==> config.mk <==
export PLATFORM = sky130hd
export DESIGN_NAME = multi_channel_dimmer_fade
export DESIGN_NICKNAME = d
export VERILOG_FILES = /design/src/design/mcdf_pkg.sv /design/src/design/multi_channel_dimmer_fade.sv
export SDC_FILE = /design/constraint.sdc
export NUM_CORES = 2
export LEC_CHECK = 0
export BUFFER_PORTS_ARGS = -buffer_cell sky130_fd_sc_hd__buf_2
export CORE_MARGIN = 3
export CORE_UTILIZATION = 45
export CTS_CLUSTER_SIZE = 20
export DETAILED_ROUTE_END_ITERATION = 8
export PLACE_DENSITY = 0.61
export SLEW_MARGIN = 20
export SYNTH_ARGS = -nofsm -noshare
export SYNTH_HDL_FRONTEND = slang
export SYNTH_SLANG_ARGS = --single-unit
==> constraint.sdc <==
create_clock -name i_clk -period 32.3 [get_ports i_clk]
set_input_delay 6.46 -clock i_clk [delete_from_list [all_inputs] [get_ports i_clk]]
set_output_delay 6.46 -clock i_clk [all_outputs]
set_load 0.01 [all_outputs]
==> src/design/mcdf_pkg.sv <==
`default_nettype none
// ----------------------------------------------------------------------------
// mcdf_pkg
// Shared codes for the multi-channel dimmer fade block.
// ----------------------------------------------------------------------------
package mcdf_pkg;
    localparam logic [2:0] OP_SET    = 3'd0;
    localparam logic [2:0] OP_SWITCH = 3'd1;
    localparam logic [2:0] OP_STOP   = 3'd2;
    localparam logic [2:0] OP_TICK   = 3'd3;
    localparam logic [2:0] OP_ZC     = 3'd4;
    localparam logic [2:0] OP_SCALE  = 3'd5;

    localparam logic [1:0] DRV_CMP = 2'd0;
    localparam logic [1:0] DRV_ON  = 2'd1;
    localparam logic [1:0] DRV_OFF = 2'd2;

    localparam logic [0:0] REG_REPORT_EN = 1'd0;
    localparam logic [0:0] REG_ZC_WINDOW = 1'd1;

    localparam logic [15:0] CMP_OFF = 16'hFFFF;
    localparam logic [7:0]  LVL_ON  = 8'd255;
    localparam logic [15:0] ZC_WINDOW_RST = 16'd1000;
endpackage
`default_nettype wire

==> src/design/multi_channel_dimmer_fade.sv <==
`default_nettype none
// ----------------------------------------------------------------------------
// multi_channel_dimmer_fade
// Phase dimmer with per-channel linear fades, watchdog fallback and reports.
// ----------------------------------------------------------------------------
// Set/switch/stop: an interior level takes one pass of the 24-step shared
//   restoring divider; full on, full off and fade starts skip it.
// Tick: no divider pass for an idle channel, at most one per finishing fade and
//   up to two per running fade (fade step, then mapping); output stalls can hold it.
// Zero-cross and fallback entry: one drive transaction per channel.
// Throughput: one input transaction at a time; ready is low while busy.
// Reset: synchronous, active low; clears state and report enable, loads the
//   default window; levels to off, compares to full off, remembered to full on.
module multi_channel_dimmer_fade #(
    parameter int CHANNELS = 16
) (
    input  wire         i_clk,
    input  wire         i_rst_n,
    input  wire         i_cfg_we,
    input  wire  [0:0]  i_cfg_index,
    input  wire  [15:0] i_cfg_data,
    input  wire         i_valid,
    output logic        o_ready,
    input  wire  [2:0]  i_opcode,
    input  wire  [3:0]  i_channel,
    input  wire  [7:0]  i_level,
    input  wire  [15:0] i_duration,
    input  wire         i_candle,
    input  wire         i_turn_on,
    input  wire  [15:0] i_scale_low,
    input  wire  [15:0] i_scale_high,
    output logic        o_valid,
    input  wire         i_ready,
    output logic        o_kind,
    output logic [3:0]  o_out_channel,
    output logic [1:0]  o_drive,
    output logic [15:0] o_compare,
    output logic [7:0]  o_report_level,
    output logic        o_report_candle,
    output logic        o_last
);
    import mcdf_pkg::*;

    localparam int CW = (CHANNELS > 1) ? $clog2(CHANNELS) : 1;
    localparam logic [CW:0] NCH = (CW+1)'(CHANNELS);

    typedef enum logic [3:0] {
        S_IDLE, S_SET, S_MAP, S_DIV, S_MAPDONE, S_TICK, S_CHAN, S_FADEDIV,
        S_REPORT, S_EMIT, S_WAIT, S_ZC
    } t_state;

    t_state r_state;
    // Return targets for the shared level mapper.
    typedef enum logic [1:0] {R_SET, R_TICK, R_FALL} t_ret;
    t_ret r_ret;

    logic        r_report_en;
    logic [15:0] r_window;

    logic [7:0]  r_cur   [CHANNELS];
    logic [7:0]  r_tgt   [CHANNELS];
    logic [7:0]  r_start [CHANNELS];
    logic [7:0]  r_rem   [CHANNELS];
    logic [15:0] r_len   [CHANNELS];
    logic [15:0] r_elap  [CHANNELS];
    logic [15:0] r_cmp   [CHANNELS];
    logic        r_cdl   [CHANNELS];
    logic [15:0] r_slo   [CHANNELS];
    logic [15:0] r_shi   [CHANNELS];

    logic        r_fallback;
    logic [15:0] r_wticks;
    logic [15:0] r_pulses;
    logic [CW-1:0] r_rptr;
    logic        r_entered;

    // Captured transaction
    logic [2:0]  r_op;
    logic [CW-1:0] r_ch;
    logic [7:0]  r_lv;
    logic [15:0] r_dur;
    logic        r_cd;

    // Shared restoring divider: r_num / r_den, magnitudes, sign applied later.
    logic [23:0] r_num;
    logic [16:0] r_den;
    logic [16:0] r_rem_d;
    logic [4:0]  r_cnt;
    logic        r_neg;
    logic        r_fdiv;    // divider busy with a fade step, not a mapping
    logic [7:0]  r_mlv;     // level being mapped
    logic [15:0] r_base;    // added after division

    logic [17:0] w_trial;
    assign w_trial = {r_rem_d, r_num[23]} - {1'b0, r_den};

    // Output register
    logic        r_ovalid;
    logic        r_okind;
    logic [3:0]  r_och;
    logic [15:0] r_ocmp;
    logic [7:0]  r_olvl;
    logic        r_ocdl;
    logic        r_olast;

    assign o_valid = r_ovalid;
    assign o_kind = r_okind;
    assign o_out_channel = r_och;
    assign o_compare = r_ocmp;
    assign o_drive = (r_okind) ? DRV_CMP :
                     (r_ocmp == 16'd0) ? DRV_ON :
                     (r_ocmp == CMP_OFF) ? DRV_OFF : DRV_CMP;
    assign o_report_level = r_olvl;
    assign o_report_candle = r_ocdl;
    assign o_last = r_olast;
    assign o_ready = (r_state == S_IDLE) && !r_ovalid;

    logic w_last_ch;
    assign w_last_ch = ({1'b0, r_ch} == NCH - 1'b1);

    // Output register gets a new transaction this cycle
    logic w_oload;
    assign w_oload = ((r_state == S_MAPDONE) &&
                      ((r_ret == R_SET && r_fallback) || r_ret == R_FALL)) ||
                     ((r_state == S_REPORT) && r_report_en && (r_len[r_rptr] == 16'd1)) ||
                     ((r_state == S_ZC) && (!r_ovalid || i_ready));

    // Mapping product/difference helpers
    logic signed [16:0] w_diff;
    logic [16:0] w_dmag;
    logic [15:0] w_q;
    logic [15:0] w_sumv;
    logic signed [8:0] w_fd;
    logic [7:0]  w_fmag;
    assign w_diff = $signed({1'b0, r_shi[r_ch]}) - $signed({1'b0, r_slo[r_ch]});
    assign w_dmag = w_diff[16] ? 17'(-w_diff) : 17'(w_diff);
    assign w_q = r_num[15:0];
    assign w_sumv = r_neg ? (r_base - w_q) : (r_base + w_q);
    assign w_fd = $signed({1'b0, r_tgt[r_ch]}) - $signed({1'b0, r_start[r_ch]});
    assign w_fmag = w_fd[8] ? 8'(-w_fd) : 8'(w_fd);

    logic [23:0] w_prod;
    assign w_prod = 24'(w_dmag) * 24'(r_mlv - 8'd1);
    logic [23:0] w_fprod;
    assign w_fprod = 24'(r_elap[r_ch]) * 24'(w_fmag);

    logic [15:0] w_wnext;
    logic [15:0] w_weff;
    assign w_wnext = r_wticks + 16'd1;
    assign w_weff = (r_window == 16'd0) ? 16'd1 : r_window;

    always_ff @(posedge i_clk) begin
        if (!i_rst_n) begin
            r_state <= S_IDLE;
            r_ret <= R_SET;
            r_report_en <= 1'b0;
            r_window <= ZC_WINDOW_RST;
            r_fallback <= 1'b0;
            r_wticks <= '0;
            r_pulses <= '0;
            r_rptr <= '0;
            r_entered <= 1'b0;
            r_fdiv <= 1'b0;
            r_ovalid <= 1'b0;
            for (int i = 0; i < CHANNELS; i++) begin
                r_cur[i] <= '0; r_tgt[i] <= '0; r_start[i] <= '0;
                r_rem[i] <= LVL_ON; r_len[i] <= '0; r_elap[i] <= '0;
                r_cmp[i] <= CMP_OFF; r_cdl[i] <= 1'b0;
                r_slo[i] <= '0; r_shi[i] <= '0;
            end
        end else begin
            if (i_cfg_we) begin
                case (i_cfg_index)
                    REG_REPORT_EN: r_report_en <= i_cfg_data[0];
                    REG_ZC_WINDOW: r_window <= i_cfg_data;
                    default: ;
                endcase
            end
            if (r_ovalid && i_ready && !w_oload) r_ovalid <= 1'b0;

            case (r_state)
                S_IDLE: begin
                    if (i_valid && o_ready) begin
                        r_op <= i_opcode;
                        r_ch <= (i_opcode == OP_ZC) ? '0 : CW'(i_channel);
                        r_dur <= (i_opcode == OP_STOP) ? '0 : i_duration;
                        r_cd <= (i_opcode == OP_STOP) ? r_cdl[CW'(i_channel)] : i_candle;
                        if ((i_opcode <= OP_STOP || i_opcode == OP_SCALE)
                            && ({1'b0, i_channel} >= 5'(CHANNELS))) begin
                            r_state <= S_IDLE;
                        end else begin
                            case (i_opcode)
                                OP_SET: begin
                                    r_lv <= i_level; r_state <= S_SET;
                                end
                                OP_SWITCH: begin
                                    r_lv <= i_turn_on ? r_rem[CW'(i_channel)] : 8'd0;
                                    r_state <= S_SET;
                                end
                                OP_STOP: begin
                                    r_lv <= r_cur[CW'(i_channel)];
                                    r_state <= S_SET;
                                end
                                OP_SCALE: begin
                                    r_slo[CW'(i_channel)] <= i_scale_low;
                                    r_shi[CW'(i_channel)] <= i_scale_high;
                                end
                                OP_ZC: begin
                                    if (r_pulses != 16'hFFFF) r_pulses <= r_pulses + 16'd1;
                                    r_state <= S_ZC;
                                end
                                OP_TICK: r_state <= S_TICK;
                                default: ;
                            endcase
                        end
                    end
                end
                S_SET: begin
                    // immediate level: mapping via the shared unit, then commit; else start a fade
                    r_cdl[r_ch] <= r_cd;
                    r_tgt[r_ch] <= r_lv;
                    if (r_lv != 8'd0) r_rem[r_ch] <= r_lv;
                    if (r_fallback || r_dur <= 16'd1) begin
                        r_len[r_ch] <= 16'd1;
                        r_mlv <= r_fallback ? ((r_lv != 0) ? LVL_ON : 8'd0) : r_lv;
                        // fallback entry chain returns into R_FALL
                        r_ret <= (r_entered && r_op == OP_TICK) ? R_FALL : R_SET;
                        r_state <= S_MAP;
                    end else begin
                        r_len[r_ch] <= r_dur;
                        r_elap[r_ch] <= '0;
                        r_start[r_ch] <= r_cur[r_ch];
                        r_state <= S_IDLE;
                    end
                end
                S_MAP: begin
                    r_cur[r_ch] <= r_mlv;
                    if (r_mlv == LVL_ON) begin
                        r_cmp[r_ch] <= 16'd0; r_state <= S_MAPDONE;
                    end else if (r_mlv == 8'd0) begin
                        r_cmp[r_ch] <= CMP_OFF; r_state <= S_MAPDONE;
                    end else begin
                        r_num <= w_prod;
                        r_den <= 17'd253;
                        r_rem_d <= '0;
                        r_cnt <= 5'd24;
                        r_neg <= w_diff[16];
                        r_base <= r_slo[r_ch];
                        r_state <= S_DIV;
                    end
                end
                S_DIV: begin
                    if (r_cnt == 5'd0) begin
                        if (r_fdiv) begin
                            r_mlv <= 8'(w_sumv);
                            r_fdiv <= 1'b0;
                            r_state <= S_MAP;
                        end else begin
                            r_cmp[r_ch] <= w_sumv;
                            r_state <= S_MAPDONE;
                        end
                    end else begin
                        r_cnt <= r_cnt - 5'd1;
                        if (!w_trial[17]) begin
                            r_rem_d <= w_trial[16:0];
                            r_num <= {r_num[22:0], 1'b1};
                        end else begin
                            r_rem_d <= {r_rem_d[15:0], r_num[23]};
                            r_num <= {r_num[22:0], 1'b0};
                        end
                    end
                end
                S_MAPDONE: begin
                    case (r_ret)
                        R_SET: begin
                            if (r_fallback) begin
                                r_ovalid <= 1'b1; r_okind <= 1'b0;
                                r_och <= 4'(r_ch); r_ocmp <= r_cmp[r_ch];
                                r_olvl <= '0; r_ocdl <= 1'b0; r_olast <= 1'b1;
                                r_state <= S_WAIT;
                            end else r_state <= S_IDLE;
                        end
                        R_FALL: begin
                            // last channel closes the burst; no fade step or report
                            r_ovalid <= 1'b1; r_okind <= 1'b0;
                            r_och <= 4'(r_ch); r_ocmp <= r_cmp[r_ch];
                            r_olvl <= '0; r_ocdl <= 1'b0; r_olast <= w_last_ch;
                            r_state <= w_last_ch ? S_WAIT : S_EMIT;
                        end
                        default: begin
                            if (w_last_ch) r_state <= S_REPORT;
                            else begin
                                r_ch <= r_ch + 1'b1; r_state <= S_CHAN;
                            end
                        end
                    endcase
                end
                S_EMIT: begin
                    if (!r_ovalid || i_ready) begin
                        r_ch <= r_ch + 1'b1;
                        r_lv <= r_tgt[r_ch + 1'b1];
                        r_cd <= r_cdl[r_ch + 1'b1];
                        r_state <= S_SET;
                    end
                end
                S_TICK: begin
                    r_ch <= '0;
                    if (!r_fallback && w_wnext >= w_weff && r_pulses == 16'd0) begin
                        r_wticks <= '0;
                        r_fallback <= 1'b1;
                        r_entered <= 1'b1;
                        r_lv <= r_tgt[0];
                        r_cd <= r_cdl[0];
                        r_dur <= '0;
                        r_state <= S_SET;
                    end else begin
                        r_entered <= 1'b0;
                        r_state <= S_CHAN;
                        if (!r_fallback) begin
                            if (w_wnext >= w_weff) begin
                                r_wticks <= '0;
                                r_pulses <= '0;
                            end else r_wticks <= w_wnext;
                        end
                    end
                end
                S_CHAN: begin
                    if (r_len[r_ch] <= 16'd1) begin
                        if (w_last_ch) r_state <= S_REPORT;
                        else r_ch <= r_ch + 1'b1;
                    end else begin
                        logic [15:0] e;
                        e = (r_elap[r_ch] != 16'hFFFF) ? r_elap[r_ch] + 16'd1 : r_elap[r_ch];
                        r_elap[r_ch] <= e;
                        r_ret <= R_TICK;
                        if (e < r_len[r_ch]) begin
                            r_state <= S_FADEDIV;
                        end else begin
                            r_len[r_ch] <= 16'd1;
                            r_mlv <= r_tgt[r_ch];
                            r_state <= S_MAP;
                        end
                    end
                end
                S_FADEDIV: begin
                    r_num <= w_fprod;
                    r_den <= {1'b0, r_len[r_ch]};
                    r_rem_d <= '0;
                    r_cnt <= 5'd24;
                    r_neg <= w_fd[8];
                    r_base <= {8'd0, r_start[r_ch]};
                    r_fdiv <= 1'b1;
                    r_state <= S_DIV;
                end
                S_REPORT: begin
                    if (r_report_en) begin
                        r_rptr <= ({1'b0, r_rptr} == NCH - 1'b1) ? '0 : r_rptr + 1'b1;
                        if (r_len[r_rptr] == 16'd1) begin
                            r_len[r_rptr] <= '0;
                            r_ovalid <= 1'b1; r_okind <= 1'b1;
                            r_och <= 4'(r_rptr); r_ocmp <= '0;
                            r_olvl <= r_tgt[r_rptr]; r_ocdl <= r_cdl[r_rptr];
                            r_olast <= 1'b1;
                            r_state <= S_WAIT;
                        end else r_state <= S_IDLE;
                    end else r_state <= S_IDLE;
                end
                S_WAIT: begin
                    if (!r_ovalid || i_ready) r_state <= S_IDLE;
                end
                S_ZC: begin
                    if (!r_ovalid || i_ready) begin
                        r_ovalid <= 1'b1; r_okind <= 1'b0;
                        r_och <= 4'(r_ch); r_ocmp <= r_cmp[r_ch];
                        r_olvl <= '0; r_ocdl <= 1'b0; r_olast <= w_last_ch;
                        if (w_last_ch) r_state <= S_WAIT;
                        else r_ch <= r_ch + 1'b1;
                    end
                end
                default: r_state <= S_IDLE;
            endcase
        end
    end
endmodule
`default_nettype wire

### Word-level counts from Yosys, hierarchy flattened

Memories as Yosys holds them, arrays and structs flattened. A register that Yosys moved wholly into a read port is not among the register bits.
Cells that the tools add are included.

| cells by class | value |
|---|---|
| add/subtract/negate cells | 14 |
| multiply operators | 2 |
| order comparisons | 4 |
| eq/ne operators | 54 |
| mux-type cells | 244 |
| bitwise gates (word level) | 6 |
| reductions and logical operators | 69 |

Operator list:

| operator | count |
|---|---|
| $mux 16 | 32 |
| $mux 4 | 49 |
| $mux 8 | 20 |
| $pmux 16 s2 | 4 |
| $mux 17 | 7 |
| $pmux 8 s3 | 4 |
| $reduce_or 16->1 | 6 |
| $mux 1 | 86 |
| $mux 24 | 3 |
| $pmux 24 s3 | 1 |
| $pmux 17 s3 | 1 |
| $add 16x1->16 const B | 3 |
| $logic_not 16->1 | 3 |
| $pmux 16 s3 | 1 |
| $pmux 4 s12 | 1 |
| $ne 2x2->1 const B | 18 |
| $pmux 17 s2 | 1 |
| $le 16x1->1 const B | 2 |
| $ne 16x16->1 const B | 2 |
| $reduce_or 8->1 | 4 |
| $reduce_and 7->1 | 4 |
| $eq 4x4->1 const B | 6 |
| $mul 16x8->24 | 1 |
| $mul 18x9->24 | 1 |
| other kinds (61) | 133 |

| storage, ports and cells | value |
|---|---|
| flip-flop bits (word level) | 214 |
| RAM bits | 1,808 |
| bits of input ports | 87 |
| output and inout bits | 35 |
| logic and storage cells | 432 |
| memories | 10 |

Memory list:

| name | words | bits a word | rd ports | clocked after Yosys merged registers in | wr ports | RTL line | text |
|---|---|---|---|---|---|---|---|
| r_cmp | 16 | 16 | 1 | 1 | 16 | multi_channel_dimmer_fade.sv:66 | `logic [15:0] r_cmp [CHANNELS];` |
| r_elap | 16 | 16 | 1 | 1 | 16 | multi_channel_dimmer_fade.sv:65 | `logic [15:0] r_elap [CHANNELS];` |
| r_len | 16 | 16 | 2 | 2 | 16 | multi_channel_dimmer_fade.sv:64 | `logic [15:0] r_len [CHANNELS];` |
| r_shi | 16 | 16 | 1 | 1 | 16 | multi_channel_dimmer_fade.sv:69 | `logic [15:0] r_shi [CHANNELS];` |
| r_slo | 16 | 16 | 1 | 1 | 16 | multi_channel_dimmer_fade.sv:68 | `logic [15:0] r_slo [CHANNELS];` |
| r_cur | 16 | 8 | 2 | 1 | 16 | multi_channel_dimmer_fade.sv:60 | `logic [7:0] r_cur [CHANNELS];` |
| 4 more memories | - | - | - | - | - | - |  |

### Depth between registers and ports, before layout

| logic depth | value |
|---|---|
| word-level depth | 12 |
| depth in mapped cells | 49 |
| depth with buffers taken out | 38 |

### Worst setup path after synthesis

Ideal clock, no wire load.

| timing path | value |
|---|---|
| path kind | register to register |
| start point | register (tool-made name) |
| end point | register r_num[23], data pin |
| library setup time | 0.265 ns |
| arrival time | 10.873 ns |
| data required time | 32.035 ns |
| slack | 21.162 ns |
| stages on the path, launching flop included | 45 |
| path buffers | 10 |
| clock period less this slack | 11.138 ns |
| cell sequence | dfxtp_1 buf_6 buf_8 buf_12 buf_6 buf_6 buf_6 buf_6 buf_6 buf_2 buf_1 mux4_2 mux4_2 inv_1 ha_1 inv_1 fa_1 a21oi_1 (+9 left out) or2_2 fa_1 inv_1 fa_1 fa_1 fa_1 ha_1 ha_1 o41ai_1 o21bai_1 a21o_1 a2111o_1 a31oi_1 nor2b_1 o21ai_0 a21oi_1 xnor2_1 o21ai_1 |

RTL lines:

| what | RTL line | text |
|---|---|---|
| end signal: assignment | multi_channel_dimmer_fade.sv:243 | `r_num <= w_prod;` |
| end signal: assignment | multi_channel_dimmer_fade.sv:266 | `r_num <= {r_num[22:0], 1'b1};` |
| end signal: assignment | multi_channel_dimmer_fade.sv:269 | `r_num <= {r_num[22:0], 1'b0};` |
| end: declaration | multi_channel_dimmer_fade.sv:85 | `logic [23:0] r_num;` |

==> impl_results.md <==
- IO buf count: roughly 120
- WL final: 312000 µm
- WL per Instance: about 27 µm
- Main combinational cell family by area after synthesis: simple AND/OR/NAND/NOR gates
- WP data required: about 33000 ps
- Area Overhead vs Synth: 10.5%
- Setup TNS: 0 ps
- H-tree levels: 4
- Vias: around 70000
- Post-CTS Resized: 0
- Post-DP HPWL: approximately 200000 µm
- Synthesized flop and latch total: a little over 2000
- Max_cap viols: 0
- Core area: approximately 240000 µm²
- Warnings, synthesis: 0
- CTS tree: yes
- CP max FO: 49
- Ratio of cells with drive above 1 in the final layout: between 10% and 20%
- Post-DRT Antenna Nets: 0
- Drt first pass iters: 8
- CTS clk-pin slew, worst paths: ~70 ps
- Clock root cell: clkbuf_16
- Setup violators final: 0
- Worst Setup Path Type: reg2reg
- Initial Util: between 40% and 50%
- Mapped Cells: 8130
- Worst Path Arrival: approximately 13000 ps
- Critical Path Sink Type: register
- Startpoint Class: register
- Hold_sp: r_entered
- Area fraction in compound gates after synthesis: 3.83%
- Rel. slew slack: approximately a quarter
- I/O pins: 122
- Synthesized cell area: ~110000 µm²
- Post-synthesis net count: 8612
- Post-synthesis adder-cell area fraction: slightly below 6%
- Vias in the first global route: 69400
- Post-synth ARST share: 0%
- Total track usage: ~25%
- Worst slew pin tran: 1140 ps
- Crit path max-delay cell type: buf_4
- Die Area: 244000 µm²
- CTS Buffer Depth: 3
- Simple-gate portion of the synthesized area: 14.8%
- Slew Limit Fails: 0
- Final core utilization: roughly 50%
- Vias/cell: 6.06
- Worst hold path type: reg2reg
- Prevailing post-synth register cell: edfxtp_1
- CTS sink count: ~2000
- Hold-fix buffers at CTS: 0
- Fmax: approximately 81 MHz
- Site row count: between 150 and 200
- Post-CTS setup repair buffer count: 0
- Final Hold Fails: 0
- Post-synth EDFFs: 1942
- Max incr delay on CP: 890 ps
- Post-Synth XOR/XNOR Area: 1.36%
- First-pass GRT wire length: approximately 460000 µm
- Crit path time final: 12380 ps
- Period utilization: a little under two fifths
- # fillers: between 20000 and 25000
- Initial antenna violation count: 21
- Gr ovfl total: 0
- Layout Skew: 58.9 ps
- Mux share of post-synthesis cell area: between 10 and 15%
- Die W: about 500 µm
- RSZ-0062 raised after global routing: false
- Register area share after synthesis: 56.0%
- Fin nets: 8547
- Syn_area_per_cell: between 10 and 15 µm²
- Yosys cell types: 97
- Status: complete, no violations
- Clock Latency Late Sink: approximately 880 ps
- Initial DRC Count: 8327
- Pre-CTS WS: 19930 ps
- RD Place Congestion: 0.892
- CTS buffer count: 217
- Final worst slack: approximately 20000 ps
- Pin count of the biggest net entering global routing: 179
- Die height: between 400 and 500 µm
- DRC viols: 0
synth_stat cells, types with 102 or more instances:
cell / number / area, µm²
a21oi_1: 178 / 891
nor3_1: 102 / 510
ha_1: 201 / 2510
nor2_1: 1071 / 4020
o21ai_0: 182 / 911
nand2_1: 626 / 2350
and2_1: 586 / 3670
edfxtp_1: 1942 / 58300
clkbuf_1: 501 / 1880
mux4_2: 644 / 14500
inv_1: 314 / 1180
and3_1: 262 / 1640
fa_1: 194 / 3880
or3_1: 144 / 901
nand3_1: 116 / 581
cell families (layout without fill, tap and decap cells):
logic type                 count (synthesis)  count (layout)
DFF                                     2029            2029
and+or+nand+nor                         3227            3227
xor gates and xnor gates                 164             164
muxes                                    719             719
buffers and inverters                    952            1072
other                                      0              13
adders and majority gates                395             395
AOI/OAI and AO/OA                        644             644
flip-flops by register name, indices dropped and copies added (netlist names), 5 cells and up, named ones only:
signal          cells
r_base             16
r_rem             128
r_mlv               8
r_elap            256
r_pulses           16
r_window           16
r_start           128
r_cdl              16
r_rem_d            17
r_cnt               5
r_cmp             256
r_den              16
r_num              24
r_lv                8
o_report_level      8
r_tgt             128
r_slo             256
r_wticks           16
r_shi             256
r_cur             128
r_len             256
r_dur              16
o_compare          16
worst max-delay path: cells and delay by family, from the launching register on:
kind,cells,cell delay [ps]
flops,1,770
buf+inv,7,2120
compound gates,15,3890
xor+xnor,2,710
simple gates,4,480
mux,2,1130
fa+ha+maj,8,2860
routing by layer:
layer	global-route usage, %	wire, µm	up-vias
met5	0	92	-
met4	8.05	10500	16
met3	5.02	28500	597
met2	41.3	150000	3372
met1	34.6	123000	35500
li1	-	-	29700
area by class of cell:
class / instances / area (µm²) / area share [%]
sequential: 2029 / 60100 / 50.7
tap: 3150 / 3940 / 3.33
timing repair buffer: 351 / 2400 / 2.03
clock inverter: 140 / 1430 / 1.20
multi-input combinational: 5149 / 43800 / 36.9
antenna: 13 / 32.5 / 0.0275
inverter: 317 / 1190 / 1.00
clock buffer: 264 / 5650 / 4.77
path summary, 6_finish.rpt:
path | to | slack [ps] | depth (start not counted)
min | r_entered | 460 | 2
min reg2reg | r_entered | 460 | 2
max reg2reg | r_num[23] | 19920 | 38
max | r_num[23] | 19920 | 38
layout by cell type, fill, tap and decap left out, drive strengths merged, types with 16 or more instances in the layout:
cell    instances
nand2b         70
or2            53
bufinv         23
mux2i          40
clkbuf        264
inv           322
a211oi         22
and3          262
nor2         1072
a221o          21
o211ai         17
a21oi         188
mux2           18
nand3b         16
nor2b          44
or3           144
mux4          661
nand3         118
a22oi          32
nand2         627
a21o           29
clkinv        105
xnor2          97
ha            201
and2          588
o21ai         201
xor2           66
nand4          18
buf           351
nor4           64
fa            194
dfxtp          87
nor3          104
edfxtp       1942
or4            22
through the flow:
| stage | hold slack, ps | instance area [µm²] | instances |
|---|---|---|---|
| after global placement | 449 | 111000 | 11000 |
| after global routing | 495 | 118000 | 11400 |
| after CTS | 469 | 118000 | 11400 |
| after detailed placement | 461 | 111000 | 11000 |
| final | 465 | 118000 | 11400 |
| after floorplan | 436 | 107000 | 8130 |
Power is left out: the tool's default activity adds up to more than one toggle a clock period on the data nets, which glitch-free logic cannot reach.
